### src/hw/rtl/fnuc_pkg.sv
// Package: sizes, constants, types and helpers for the farthest-next-use cache
`default_nettype none
package fnuc_pkg;

	localparam int ENTRIES   = 64;
	localparam int TIME_BITS = 32;
	localparam int PRI_BITS  = TIME_BITS + 2;
	localparam int KEY_W     = 64;
	localparam int DIST_W    = 32;
	localparam int CAP_W     = 7;
	localparam int OCC_W     = 7;
	localparam int IDX_W     = $clog2(ENTRIES);
	localparam int SCAN_W    = IDX_W + 1;
	localparam int CNT_W     = $clog2(ENTRIES + 1);
	localparam int WIDE_W    = (CNT_W > CAP_W ? CNT_W : CAP_W) + 1;
	localparam int SUM_W     = (PRI_BITS > DIST_W ? PRI_BITS : DIST_W) + 1;
	localparam int CAP_RESET = 64;

	localparam logic [PRI_BITS-1:0] PRI_NEVER = '1;

	typedef struct packed {
		logic match;
		logic free;
		logic better;
		logic equal;
	} cmp_t;

	// priority = time + distance, or all ones for any negative distance
	function automatic logic [PRI_BITS-1:0] pri_of(input logic [TIME_BITS-1:0] t,
	                                               input logic [DIST_W-1:0] d);
		logic [SUM_W-1:0] sum;
		sum = SUM_W'(t) + SUM_W'(d[DIST_W-2:0]);
		if (d[DIST_W-1]) begin
			return PRI_NEVER;
		end
		return sum[PRI_BITS-1:0];
	endfunction

endpackage
`default_nettype wire

### src/hw/rtl/fnuc_cmp.sv
// Shared compare unit: key match, free slot and farthest-priority test
`default_nettype none
module fnuc_cmp (
	input  logic                          ent_valid,
	input  logic [fnuc_pkg::KEY_W-1:0]    ent_key,
	input  logic [fnuc_pkg::KEY_W-1:0]    ref_key,
	input  logic [fnuc_pkg::PRI_BITS-1:0] ent_pri,
	input  logic [fnuc_pkg::PRI_BITS-1:0] best_pri,
	input  logic                          have_best,
	output fnuc_pkg::cmp_t                res
);

	always_comb begin
		res.match  = ent_valid && (ent_key == ref_key);
		res.free   = !ent_valid;
		res.better = ent_valid && (!have_best || (ent_pri > best_pri));
		res.equal  = (ent_pri == best_pri);
	end

endmodule
`default_nettype wire

### config.mk
export PLATFORM = sky130hd
export DESIGN_NAME = fnuc_cmp
export DESIGN_NICKNAME = d
export VERILOG_FILES = /design/src/hw/rtl/fnuc_pkg.sv /design/src/hw/rtl/fnuc_cmp.sv
export SDC_FILE = /design/constraint.sdc
export NUM_CORES = 1
export LEC_CHECK = 0
export ABC_AREA = 1
export ABC_CLOCK_PERIOD_IN_PS = 1200
export BUFFER_PORTS_ARGS = -buffer_cell sky130_fd_sc_hd__buf_4
export CAP_MARGIN = 20
export CORE_AREA = 2 2 82 84
export DETAILED_ROUTE_END_ITERATION = 10
export DIE_AREA = 0 0 84 86
export PLACE_DENSITY = 0.83
export SLEW_MARGIN = 20
export SYNTH_ARGS = -nofsm -noshare
export SYNTH_HDL_FRONTEND = slang
export SYNTH_SLANG_ARGS = --single-unit
### constraint.sdc
create_clock -name vclk -period 1.2
set_input_delay 0.12 -clock vclk [all_inputs]
set_output_delay 0.12 -clock vclk [all_outputs]
set_load 0.02 [all_outputs]
Yosys cells after proc, flatten, opt, wreduce, memory -nomap -nowiden
Cells that the tools add are included.
{"block": "word_totals", "input_bits": 198, "regBits": 0, "output_inout_bits": 4}
{"block": "classes", "order_cmp": 1, "n_eq_ne": 2, "reduce_logical": 5}
{"operator": "$eq A64 B64 Y1", "count": 1}
{"operator": "$eq A34 B34 Y1", "count": 1}
{"operator": "$gt A34 B34 Y1", "count": 1}
{"operator": "$logic_and A1 B1 Y1", "count": 2}
{"operator": "$logic_not A1 Y1", "count": 2}
{"operator": "$logic_or A1 B1 Y1", "count": 1}

Longest topological paths before layout
Gate-level depths: netlist (run 1).
{"block": "depth", "depth_word": 3, "depth_mapped": 14}

Worst setup path before layout (run 1)
OpenSTA, ideal clock, no wires.
{"block": "synth_timing", "path_kind": "input to output", "startpoint": "input port best_pri[17] (netlist bit)", "endpoint": "output port res[1] (netlist bit)", "path_slack_ns": -0.142, "arrival_time_ns": 1.222, "path_buffers": 0, "stages": 9, "cell_sequence": "inv_1 ha_1 nand2_2 nor2_4 and2_1 nor3b_2 nand4_1 nand2_1 a21oi_2"}
{"element": "from (decl)", "line_no": "fnuc_cmp.sv:8", "source": "input logic [fnuc_pkg::PRI_BITS-1:0] best_pri,"}
{"element": "to (decl)", "line_no": "fnuc_cmp.sv:10", "source": "output fnuc_pkg::cmp_t res"}

==> metrics.md, run 1 <==
| Metric | Value |
|---|---|
| Status | finished with violations |
| Violated checks | setup timing |
| Ant diodes | 0 |
| Critical path type | primary input to primary output |
| Syn-to-layout area delta | 122% |
| First-pass GRT wire length | 13.5 mm |
| Via count | 2,878 |
| Synth warnings | 0 |
| Drt pass-1 iters | 4 |
| Util after Layout | 0.662 |
| Post-synth top area share | 0.228 |
| Gpl congestion | 0.845 |
| Setup TNS | -759 ps |
| Final hold viol count | 0 |
| Post-route setup slack | -398 ps |
| Via-per-instance ratio | 4.63 |
| Vias in the first global route | 3,136 |
| IO Count | 202 |
| Reg area | 0 um^2 |
| Slew headroom | 0.843 |
| CP startpoint kind | primary input |
| Pin count of the biggest net entering global routing | 4 |
| LEAKAGE | 2.20 nW |
| Worst setup EP type | primary output |
| Slew @ Worst Pin | 235 ps |
| Multi-input logic area | 1960 um^2 |
| Final min period | 1600 ps |
| Antenna violations before repair | 0 |
| Count of different cell masters after synthesis | 25 |
| Fin nets | 779 |
| Max Fclk | 626 MHz |
| Row count | 29 |
| DRC violations left | 0 |
| Fillers | 522 |
| Area leader, netlist | ha_1 |
| Wire per inst | 13.6 um |
| Initial core utilization | 0.298 |
| Period utilisation layout | 1.33 |
| Clock Buffer Count | 0 |
| Sequential area share after synthesis | 0 |
| Worst vdd ir | 0.212 mV |
| Worst Hold Class | primary input to primary output |
| Cells after Synth | 332 |
| Syn nets | 564 |
| RSZ-0062 raised after global routing | true |
| Port bufs | 202 |
| Fraction of layout cells with a size suffix above 1 | 0.572 |
| Crit-path max FO | 2 |
| Arr. time, crit path | 1480 ps |
| Routed WL | 8.47 mm |
| Max Slew Vio Count | 0 |
| Largest cells by area after synthesis | ha_1 23%, inv_1 17%, nand2_1 15% |
| Hold_ws | 509 ps |
| Antenna viol nets, final | 0 |
| Fin area | 4150 um^2 |
| Die width | 84 um |
| Synthesized area per cell | 5.63 um^2 |
| DP Wirelength | 7.60 mm |
| Chip height | 86 um |
| Synth top cells by count | 86 x inv_1, 76 x nand2_1, 34 x ha_1, 34 x nor2_1, 19 x xnor2_1 |
| Violation count after the first detailed-routing iteration | 65 |
| Total gr overflow | 0 |
| Cell area after synthesis | 1870 um^2 |
| Area of placed instances | 3890 um^2 |
| Max_cap viols | 0 |
| Tot GR Track Use | 0.227 |
| Core box area | 6280 um^2 |
| Number of sequential cells | 0 |
| Critical Path RT | 1080 ps |
| Final setup fails | 3 |
| Die area | 7220 um^2 |
| Pwr per Cell Area | 340 nW/um^2 |
| Most frequent cell after synthesis | inv_1 |
cell families (layout without fill, tap and decap cells):
group / count (synthesis) / in the layout / share of synthesized area
AND/OR/NAND/NOR: 134 / 134 / 0.306
XOR/XNOR: 27 / 27 / 0.127
adder cells (fa/ha/maj): 34 / 34 / 0.228
buffers and inverters: 86 / 299 / 0.173
AO/OA/AOI/OAI: 51 / 51 / 0.167
report_power, final:
group | switching, mW | internal [mW]
combinational | 0.570 | 0.841
sequential | 0 | 0
clock | 0 | 0
critical path: stages:
cell and delay, ps:
buf_4 120, ha_4 260, nand2_2 70, nor2_4 110
and2_4 140, nor3b_2 150, nand4_1 180, nand2_2 140
a21oi_4 60, buf_6 120
layer usage:
layer	up-vias	wire length, um	track usage
li1	1471	-	-
met1	1262	2750	0.207
met2	133	4980	0.511
met3	12	613	0.0462
met4	0	133	0.0279
met5	-	0	0
cell usage in the layout, fill, tap and decap left out, types with 2 or more instances in the layout:
cell type / instances
inv_4: 11
inv_8: 3
nand2_1: 61
nor2_1: 29
o22ai_2: 2
nand2_2: 13
o22ai_1: 9
buf_6: 27
inv_1: 46
a21oi_1: 12
ha_4: 23
nand4_1: 10
nand3_1: 4
buf_4: 185
nand2_4: 5
a221oi_1: 2
nor2_4: 5
xnor2_1: 19
o21a_1: 2
xor2_1: 8
ha_1: 11
a22o_1: 4
o21ai_0: 5
inv_2: 25
nor2_2: 2
o21ai_1: 8
through the flow:
step / worst slack, ps / instances / power (mW)
final: -398 / 622 / 1.41
after global routing: -443 / 622 / 1.56
after CTS: -305 / 622 / 1.40
after detailed placement: -390 / 621 / 1.30
after global placement: -361 / 621 / 1.26
after floorplan: -75.6 / 332 / 0.574
final cells by class:
type / count / share of cell area
multi-input cells: 246 / 0.473
repair buffers: 213 / 0.411
inverters: 86 / 0.0928
well taps: 77 / 0.0232
path summary, 6_finish.rpt:
| path | start | endpoint | slack [ps] | depth (start not counted) |
|---|---|---|---|---|
| worst max-delay path | ent_pri[13] | res[1] | -400 | 10 |
| worst min-delay path | have_best | res[1] | 510 | 3 |
repair_timing:
item | CTS | global route
gates resized for setup | 66 | 20
endpoints found under the setup margin | 3 | 3
pin swaps | 44 | 13
setup buffers | 1 | 0
hold buffers | 0 | 0
No activity file was read; power rests on OpenSTA's default activity.
==> run 2, diff against run 1 <==
--- a/config.mk
+++ b/config.mk
@@ -13,6 +13,7 @@
 export DETAILED_ROUTE_END_ITERATION = 10
 export DIE_AREA = 0 0 84 86
 export PLACE_DENSITY = 0.83
+export REMOVE_ABC_BUFFERS = 1
 export SLEW_MARGIN = 20
 export SYNTH_ARGS = -nofsm -noshare
 export SYNTH_HDL_FRONTEND = slang
==> run 2 against run 1 <==
The flow still finishes with violations (setup timing). Global-route usage decreased by 0.98 points. Power decreased by 2.0%. Cell area shrank 1.8%. Final cell count up 0.32%. Via count up 0.49%. Worst setup slack gained 20 ps. Non-clock buffer count increased by 2. First-iteration DRC count grew 1.5%. Count of clock-buffer cells in the layout is the same. Critical path type unchanged.
==> metrics.md, run 2 (synthesis results as in run 1) <==
| Metric | Value |
|---|---|
| Die width | 84 um |
| Hold_buf cts | 0 |
| LEAKAGE | 2.20 nW |
| Tot GR Track Use | 0.217 |
| Total power | 1.38 mW |
| Fraction of layout cells with a size suffix above 1 | 0.561 |
| Status | finished with violations |
| Violated checks | setup timing |
| Initial core utilization | 0.298 |
| Max Fclk | 634 MHz |
| Via-per-instance ratio | 4.63 |
| Slew headroom | 0.838 |
| Row count | 29 |
| Worst setup EP type | primary output |
| Period utilisation layout | 1.31 |
| Fin cells | 624 |
| Wire per inst | 13.7 um |
| Slowest-stage cell, CP | ha_4 |
| Via count | 2,892 |
| Number of sequential cells | 0 |
| Syn-to-layout area delta | 118% |
| Final setup fails | 3 |
| Violation count after the first detailed-routing iteration | 66 |
| Most common cell after layout, fill and taps aside | buf_4 |
| Arr. time, crit path | 1460 ps |
| Ant diodes | 0 |
| Most frequent cells in the layout | 191 x buf_4, 62 x nand2_1, 54 x inv_1 |
| CP Buf/Inv Count | 3 |
| Drt pass-1 iters | 6 |
| Final min period | 1580 ps |
| CP top delay family | simple AND/OR/NAND/NOR gates |
| IO Count | 202 |
| Crit-path max FO | 2 |
| Hold Path Cell Cnt | 3 |
| Crit path top cell by count | nand2_1 |
| Pin count of the biggest net entering global routing | 4 |
| DP Wirelength | 7.04 mm |
| Crit path cell chain | buf_4, inv_2, ha_4, nand2_2, nor2_4, nand4_1, nor2_1, nand2_1, nand2_1, nand2_1, a21oi_2, buf_6 |
| Max_cap viols | 0 |
| Vias in the first global route | 2,981 |
| RSZ-0062 raised after global routing | true |
| Slew @ Worst Pin | 242 ps |
| Slowest stage delay, CP | 260 ps |
| Area of placed instances | 3560 um^2 |
| Hold_ws | 512 ps |
| First-pass GRT wire length | 13.1 mm |
| Die area | 7220 um^2 |
| Min-delay src | have_best |
| Total gr overflow | 0 |
| Fin area | 4080 um^2 |
| Clock Buffer Count | 0 |
| Chip height | 86 um |
| Gpl congestion | 0.900 |
| CP startpoint kind | primary input |
| Port bufs | 202 |
| Critical Path RT | 1080 ps |
| Max Slew Vio Count | 0 |
| Worst vdd ir | 0.198 mV |
| Post-placement cell count | 621 |
| Pwr per Cell Area | 339 nW/um^2 |
| Worst Hold End | res[1] |
| Post-route setup slack | -378 ps |
| Core box area | 6280 um^2 |
| Antenna violations before repair | 0 |
| DRC violations left | 0 |
| Fin nets | 781 |
| Reg area | 0 um^2 |
| Setup TNS | -654 ps |
| Fillers | 540 |
| Routed WL | 8.53 mm |
| Critical path type | primary input to primary output |
| Final hold viol count | 0 |
| Antenna viol nets, final | 0 |
| Worst Hold Class | primary input to primary output |
==> run 2: cell types whose count changed in the layout (fill, tap and decap cells not counted), sizes merged <==
| cell | before | now |
|---|---|---|
| buf | 213 | 215 |
==> run 2: repair_timing <==
item                                    CTS  global route
buffers inserted                          2             1
pin swaps                                37            41
gates resized for setup                  73            55
gates cloned                              0             0
endpoints found under the setup margin    3             3
hold endpoints to repair                  0             0
==> run 2: stage by stage <==
step            util  setup WS, ps
2_1_floorplan      -          -142
3_3_place_gp   0.566          -397
3_5_place_dp   0.566          -393
4_1_cts        0.626          -335
5_1_grt        0.650          -470
6_report       0.650          -378
==> run 2: tightest hold or removal path: cells and delay by family <==
family | cells | cell delay, ps
AOI/OAI and AO/OA | 1 | 60
buffers and inverters | 2 | 210
==> run 2: power by group <==
group / internal, mW / leakage (nW) / switching, mW
combinational: 0.826 / 2.20 / 0.558
clock: 0 / 0 / 0
sequential: 0 / 0 / 0
==> run 2: worst max path at each step <==
stage,from,to,slack [ps],depth (start not counted)
floorplan,best_pri[17],res[1],-140,9
global placement,ent_pri[31],res[1],-400,11
detailed placement,ent_pri[31],res[1],-390,11
CTS,best_pri[33],res[1],-340,12
global route,best_pri[5],res[1],-470,16
finish,best_pri[31],res[1],-380,12
==> run 2: cell type report <==
class                      instances  area, um^2  share of cell area
tap                               77        96.3              0.0236
timing repair buffer             215        1720               0.421
inverter                          86         343              0.0841
multi-input combinational        246        1920               0.472
==> run 2: metal layers <==
metal	global-route usage	wire length, um
met1	0.238	3210
met3	0.0250	467
met4	0.0499	195
met2	0.441	4650
met5	0	0
