<file path="src/hw/rtl/fnuc_ram.sv">
// Generic single-write, single-read RAM with registered read data
`default_nettype none
module fnuc_ram #(
	parameter int WIDTH = 8,
	parameter int DEPTH = 64
) (
	input  logic                     clk,
	input  logic                     we,
	input  logic [$clog2(DEPTH)-1:0] waddr,
	input  logic [WIDTH-1:0]         wdata,
	input  logic [$clog2(DEPTH)-1:0] raddr,
	output logic [WIDTH-1:0]         rdata
);

	logic [WIDTH-1:0] mem [DEPTH];

	always_ff @(posedge clk) begin
		if (we) begin
			mem[waddr] <= wdata;
		end
		rdata <= mem[raddr];
	end

endmodule
`default_nettype wire

</file>
<file path="config.mk">
export PLATFORM = sky130hd
export DESIGN_NAME = fnuc_ram
export DESIGN_NICKNAME = d
export VERILOG_FILES = /design/src/hw/rtl/fnuc_ram.sv
export SDC_FILE = /design/constraint.sdc
export NUM_CORES = 1
export LEC_CHECK = 0
export BUFFER_PORTS_ARGS = -buffer_cell sky130_fd_sc_hd__clkbuf_2
export CAP_MARGIN = 5
export CORE_ASPECT_RATIO = 2
export CORE_MARGIN = 3
export CORE_UTILIZATION = 35
export CTS_CLUSTER_SIZE = 24
export DETAILED_ROUTE_END_ITERATION = 8
export GPL_TIMING_DRIVEN = 0
export PLACE_DENSITY = 0.52
export SLEW_MARGIN = 5
export SYNTH_ARGS = -nofsm -noshare
export SYNTH_HDL_FRONTEND = slang
export SYNTH_SLANG_ARGS = --single-unit
</file>
<file path="constraint.sdc">
create_clock -name clk -period 2.1 [get_ports clk]
set_input_delay 0.21 -clock clk [delete_from_list [all_inputs] [get_ports clk]]
set_output_delay 0.21 -clock clk [all_outputs]
set_load 0.01 [all_outputs]
</file>
Word level (Yosys, flattened, before mapping) --
Memory sizes are Yosys's and may differ from the RTL's. A register that Yosys moved wholly into a read port is not among the register bits. Cells that the tools add are included. Widths: inputs -> output; s select.
Storage, ports and cells: register bits 0, memory bits (writable) 512, input bits 22, output and inout port bits 8, word-level logic and storage cells 3, memories 1
Memories:
- mem | depth 64, width 8, rd ports 1, clocked after Yosys merged registers in 1, wr ports 1, RTL line 15 | logic [WIDTH-1:0] mem [DEPTH];
Cells by class: multiplexer cells 2
Operator list (number):
- $mux 1 | 2

Logic depth before layout (Yosys ltp) --
Gate-level depths: netlist (run 1).
word-level depth 2, depth in mapped cells 9

Worst setup path before layout (run 1) --
OpenSTA, ideal clock, no wires.
path type input port to flip-flop, start in raddr[1], end reg rdata[3] (read register of mem), library setup time 128 ps, arrival time 1750 ps, data required time 1972 ps, path slack 222 ps, stages 7, buffers on the path 3, path through buf_4 > buf_2 > buf_2 > mux4_2 > mux4_2 > o21ai_1 > o41ai_1
RTL lines:
- from (decl) | RTL line 11 | input logic [$clog2(DEPTH)-1:0] raddr,
- to (decl) | RTL line 12 | output logic [WIDTH-1:0] rdata

Final worst setup path (run 1) --
start in waddr[1], end mem mem[19][5], enable pin
RTL lines:
- from (decl) | RTL line 9 | input logic [$clog2(DEPTH)-1:0] waddr,
- to (decl) | RTL line 15
Straight into the memory's write port.

==> summary.md, run 1 <==
| Metric | Value |
|---|---|
| Status | finished, final reports clean |
| Clock skew | 0.0216 ns |
| Yosys top cell by area | edfxtp_1 |
| Worst-margin pin slew | 1.12 ns |
| Worst reg-to-reg setup slack | 0.08 ns |
| Setup TNS | 0 ns |
| Routed vias | 9576 |
| Post-synth EDFFs | 512 |
| CP required | 2.28 ns |
| Ys Warns | 0 |
| Cell row count | 123 |
| Total power | 21.0 mW |
| Synth async-reset ratio | 0% |
| Max-slew violations | 0 |
| Ys flop type | edfxtp_1 |
| FF-to-FF End | rdata[2] |
| Clock root buffer | clkbuf_16 |
| Full die area | 60700 um2 |
| Mean Syn Cell Area | 21.5 um2 |
| Area Growth Syn to Fin | 13.6% |
| CTS tree | built |
| Total gr overflow | 0 |
| CP startpoint kind | input pin |
| Core box area | 56600 um2 |
| Cells on Worst Hold Path | 1 |
| Worst Path Arrival | 2.27 ns |
| #FFs+latches synth | 520 |
| Final setup fails | 0 |
| Total GRT Usage | 17.9% |
| WL final | 54000 um |
| Clk Latency, worst-skew pair | 0.57 ns |
| Hold/Removal Path Class | in2reg |
| Die height | 345 um |
| Number of CTS-inserted buffers | 44 |
| Crit path time final | 2.08 ns |
| Max Cap Viol | 0 |
| First-pass GRT wire length | 76300 um |
| HPWL Detailed | 37400 um |
| Multi-input logic area | 4400 um2 |
| Synth cell types | 40 |
| Placed instance area | 21300 um2 |
| Worst setup EP type | flop |
| Peak Freq | 480 MHz |
| Syn Nets | 962 |
| CTS Sinks | 520 |
| Kind of critical path | in2reg |
| Share of the synthesized area in the top cell type | 76.2% |
| Largest net degree at the start of global routing | 65 |
| CTS Buffer Depth | 3 |
| Initial core utilization | 35.6% |
| Number of global-route vias before repair | 10400 |
| Share of cells above drive strength 1 | 26.8% |
| Initial antenna violation count | 1 |
| Worst r2r src | mem[11][2] |
| Finished Core Util | 40.4% |
| Crit Path Max Fanout | 10 |
| Drt first pass iters | 5 |
| VDD IR max | 0.000454 V |
| Layout Nets | 1037 |
| Post-Syn Instances | 940 |
| WL/cell | 30.0 um |
| Post-synthesis cell area | 20200 um2 |
| PwrDens | 918 nW/um2 |
| Vias per inst | 5.33 |
| H-Tree Depth | 2 |
| RSZ-0062 raised after global routing | true |
| DR DRC count | 0 |
| Design Area, Final | 22900 um2 |
| Worst-path clk slew | 0.07 ns |
| Period utilisation layout | 99.3% |
| I/O Buffers | 21 |
| Leak Pwr | 7.01 nW |
| Slew headroom | 25.1% |
| GP Congestion | 0.877 |
| Final hold viol count | 0 |
| I/O pin count | 30 |
| # fillers | 5160 |
| Die Wd | 176 um |
| Routed Antenna Nets | 0 |
| DR iter-0 viols | 880 |
| Register area | 15500 um2 |
| Min-delay src | wdata[6] |
| Most area-consuming cells after synthesis | edfxtp_1, mux4_2, nor2_1 |
| Hold Path End | mem[63][6] |
| Worst reg-to-reg path cell count | 5 |
| Sequential-to-total area share from yosys stat | 77.0% |
==> report_power, final <==
| group | switching, mW | internal, mW |
|---|---|---|
| sequential | 0.0200 | 11.5 |
| combinational | 0.803 | 0.444 |
| clock | 3.62 | 4.67 |
| total | 4.44 | 16.6 |
==> flip-flops by register name, indices dropped and copies added (netlist names) <==
name	cells
rdata	8
mem	512
==> worst max-delay path, stage by stage <==
cell and delay, ns:
clkbuf_1 0.39, nor2b_1 0.23, nand3_1 0.54, nor2_1 0.88
==> worst max-delay path by stage <==
stage / startpoint / to / slack [ns] / depth (start not counted)
3_5_place_dp: raddr[1] / rdata[5] / -1.21 / 7
3_3_place_gp: raddr[1] / rdata[5] / -1.14 / 7
5_1_grt: waddr[1] / mem[3][5] / -0.03 / 4
4_1_cts: waddr[1] / mem[11][3] / 0.005 / 4
6_report: waddr[1] / mem[19][5] / 0.02 / 4
2_1_floorplan: raddr[1] / rdata[3] / 0.22 / 7
==> Yosys cell counts, drive strengths merged, types with 8 or more instances <==
cell type / instances
buf: 34
nor2b: 14
mux2: 13
dfxtp: 8
mux2i: 23
o22ai: 8
edfxtp: 512
nand3: 13
nor2: 83
nand2: 19
mux4: 126
clkbuf: 17
o221ai: 8
==> placed cells by master (no fill, tap or decap), types with 6 or more instances in the layout <==
master,synthesis,layout
clkbuf_2,0,19
clkbuf_1,17,21
clkbuf_16,0,45
o221ai_1,8,8
edfxtp_1,512,512
nor2b_1,14,14
buf_6,4,7
clkinv_1,0,10
o22ai_1,8,6
mux2i_1,23,20
mux2_2,13,13
dfxtp_1,8,8
nor2_1,83,79
bufinv_16,0,6
nand3_1,13,12
nand2_1,19,19
buf_2,11,13
buf_4,13,15
nand2b_1,7,7
buf_12,2,7
mux4_2,126,126
==> stage by stage <==
| step | cells | hold slack [ns] | worst slack (ns) |
|---|---|---|---|
| finish | 1798 | 0.0586 | 0.0151 |
| global route | 1798 | 0.0594 | -0.0279 |
| CTS | 1793 | 0.333 | 0.00545 |
| detailed placement | 1712 | 0.596 | -1.21 |
| global placement | 1711 | 0.584 | -1.14 |
| floorplan | 940 | 0.309 | 0.222 |
==> layout make-up <==
cell class,instances,share of cell area (%)
repair buffers,29,1.11
flip-flops and latches,520,67.8
diodes,1,0.0109
well taps,750,4.10
clock buffers,54,5.06
clock inverters,24,1.16
multi-input cells,369,19.2
plain buffers,51,1.54
==> cells by family (layout without fill, tap and decap cells) <==
kind of cell	after synthesis	count (layout)	synth area share, %
other	0	1	0
buffers and inverters	51	158	1.57
AND/OR/NAND/NOR	153	153	3.39
multiplexers	162	162	15.9
flip-flops	520	520	77.0
AO/OA/AOI/OAI	54	54	2.07
==> layer usage <==
metal | vias up | part of all wire (%) | GRT usage, %
met5 | - | 0 | 0
met4 | 0 | 6.9 | 10.3
met3 | 109 | 4.0 | 2.05
met2 | 303 | 58 | 34.7
met1 | 5089 | 32 | 17.9
li1 | 4075 | - | -
==> repair_timing <==
item,in CTS,in global routing
endpoints found under the setup margin,16,47
resized for setup,24,10
hold endpoints to repair,1,0
setup buffers,2,0
gates cloned,0,0
hold buffers,1,0
(Power assumes the default switching activity.)
==> run 2: changes to the inputs <==
- HOLD_SLACK_MARGIN: default -> 0.15
==> summary.md, run 2 (synthesized netlist as in run 1, its figures left out) <==
| Metric | Value |
|---|---|
| Worst r2r src | mem[11][2] |
| DR DRC count | 0 (unchanged) |
| CP startpoint kind | input pin |
| Area Growth Syn to Fin | 13.8% |
| Routed Antenna Nets | 0 (unchanged) |
| CTS tree | built |
| Clock root buffer | clkbuf_16 |
| Finished Core Util | 40.5% (+0.071 points) |
| CP Launch Point | waddr[2] |
| Max-slew violations | 0 (unchanged) |
| Final setup fails | 0 (unchanged) |
| CP required | 2.28 ns (about the same) |
| Vias per inst | 5.26 (-1.2%) |
| Crit path time final | 2.07 ns (-0.0182 ns) |
| Worst-margin pin slew | 1.12 ns (-0.00300 ns) |
| Leak Pwr | 7.03 nW (+0.24%) |
| Kind of critical path | in2reg |
| Initial antenna violation count | 1 (unchanged) |
| VDD IR max | 0.000452 V (-0.41%) |
| CTS Buffer Depth | 3 (unchanged) |
| Clock skew | 0.0198 ns (-0.00178 ns) |
| Max reg flops | 512 (unchanged) |
| Die Wd | 176 um (unchanged) |
| Share of cells above drive strength 1 | 26.7% (-0.10 points) |
| Status | finished, final reports clean |
| Drt first pass iters | 5 (unchanged) |
| Worst setup EP type | flop |
| Slowest cell on the critical path | nor2_1 |
| Worst path max stage delay | 0.97 ns (+0.09 ns) |
| GP Congestion | 0.877 (unchanged) |
| Total gr overflow | 0 (unchanged) |
| Min-delay src | waddr[0] |
| Commonest non-fill, non-tap cells in the layout | edfxtp_1, mux4_2, nor2_1 |
| Routed vias | 9480 (-1.0%) |
| Period utilisation layout | 98.4% (-0.87 points) |
| Die height | 345 um (unchanged) |
| H-Tree Depth | 2 (unchanged) |
| Number of CTS-inserted buffers | 44 (unchanged) |
| I/O pin count | 30 (unchanged) |
| Worst Path Arrival | 2.24 ns (-0.03 ns) |
| Biggest regs | mem: 512 flops, rdata: 8 flops |
| Register with the most flip-flops | mem |
| Total power | 21.0 mW (about the same) |
| Final hold viol count | 0 (unchanged) |
| Clk Latency, worst-skew pair | 0.57 ns (about the same) |
| Worst-path clk slew | 0.07 ns (about the same) |
| Crit Path Max Fanout | 10 (unchanged) |
| Setup TNS | 0 ns (unchanged) |
| Max Cap Viol | 0 (unchanged) |
| Setup WS post-layout | 0.0333 ns (+0.0182 ns) |
| DR iter-0 viols | 888 (+0.91%) |
| Number of global-route vias before repair | 10400 (unchanged) |
| Critical Path, Cell by Cell | clkbuf_1, nand4_1, nor2_1 |
| Place WS | -1.21 ns (unchanged) |
| I/O Buffers | 21 (unchanged) |
| Peak Freq | 484 MHz (+0.88%) |
| Total GRT Usage | 17.9% (unchanged) |
| Full die area | 60700 um2 (unchanged) |
| Core box area | 56600 um2 (unchanged) |
| Hold/Removal Path Class | in2reg |
| Layout Nets | 1041 (+0.39%) |
| First-pass GRT wire length | 76300 um (unchanged) |
| Largest net degree at the start of global routing | 65 (unchanged) |
| CTS Sinks | 520 (unchanged) |
| PwrDens | 917 nW/um2 (-0.14%) |
| WL final | 53900 um (-0.22%) |
| Slew headroom | 25.3% (+0.20 points) |
| Initial core utilization | 35.6% (unchanged) |
| WL/cell | 29.9 um (-0.44%) |
| Most common cell after layout, fill and taps aside | edfxtp_1 |
| RSZ-0062 raised after global routing | true |
| HPWL Detailed | 37400 um (unchanged) |
| WHS | 0.374 ns (+0.315 ns) |
| Cell row count | 123 (unchanged) |
run 2: changes by cell type in the layout (fill, tap and decap cells not counted):
cell / before / now
dlygate4sd3_1: 1 / 5
run 2: worst max-delay path, delay by kind of cell:
kind,cells,cell delay (ns)
buffers and inverters,1,0.39
and+or+nand+nor,2,1.63
run 2: per-stage QoR:
| step | instance area, um2 | instances |
|---|---|---|
| after floorplan | 20200 | 940 |
| after global placement | 21200 | 1711 |
| after detailed placement | 21300 | 1712 |
| after CTS | 22800 | 1793 |
| after global routing | 22900 | 1802 |
| final | 22900 | 1802 |
run 2: area by class of cell:
class / instances / area (um2)
Antenna cell: 1 / 2.50
Buffer: 51 / 353
Clock buffer: 54 / 1160
Clock inverter: 24 / 267
Fill cell: 5158 / 33700
Multi-Input combinational cell: 369 / 4400
Sequential cell: 520 / 15500
Tap cell: 750 / 938
Timing Repair Buffer: 33 / 295
run 2: path summary, 6_finish.rpt:
| check | end | cells past startpoint | slack [ns] |
|---|---|---|---|
| hold / removal | mem[49][4] | 3 | 0.37 |
| setup / recovery | mem[7][1] | 3 | 0.03 |
| setup reg to reg | rdata[2] | 5 | 0.08 |
| hold reg to reg | rdata[1] | 4 | 0.96 |
run 2: what timing repair did:
action | in CTS | in global routing
setup buffers | 2 | 0
pin swaps | 0 | 0
setup endpoints to repair | 16 | 47
hold endpoints to repair | 2 | 67
resized for setup | 24 | 10
hold buffers | 1 | 4
cloned | 0 | 0
run 2: per-layer routing:
metal	wire, um	vias to the layer above	track usage [%]
li1	-	4084	-
met1	17200	5007	17.9
met2	31000	278	34.7
met3	1970	111	2.05
met4	3750	0	10.3
met5	0	-	0
run 2: where the power goes:
group	internal (mW)	leakage, nW	switching (mW)
clock network	4.67	0.690	3.62
logic	0.449	1.66	0.802
registers	11.5	4.67	0.0199
total	16.6	7.03	4.44
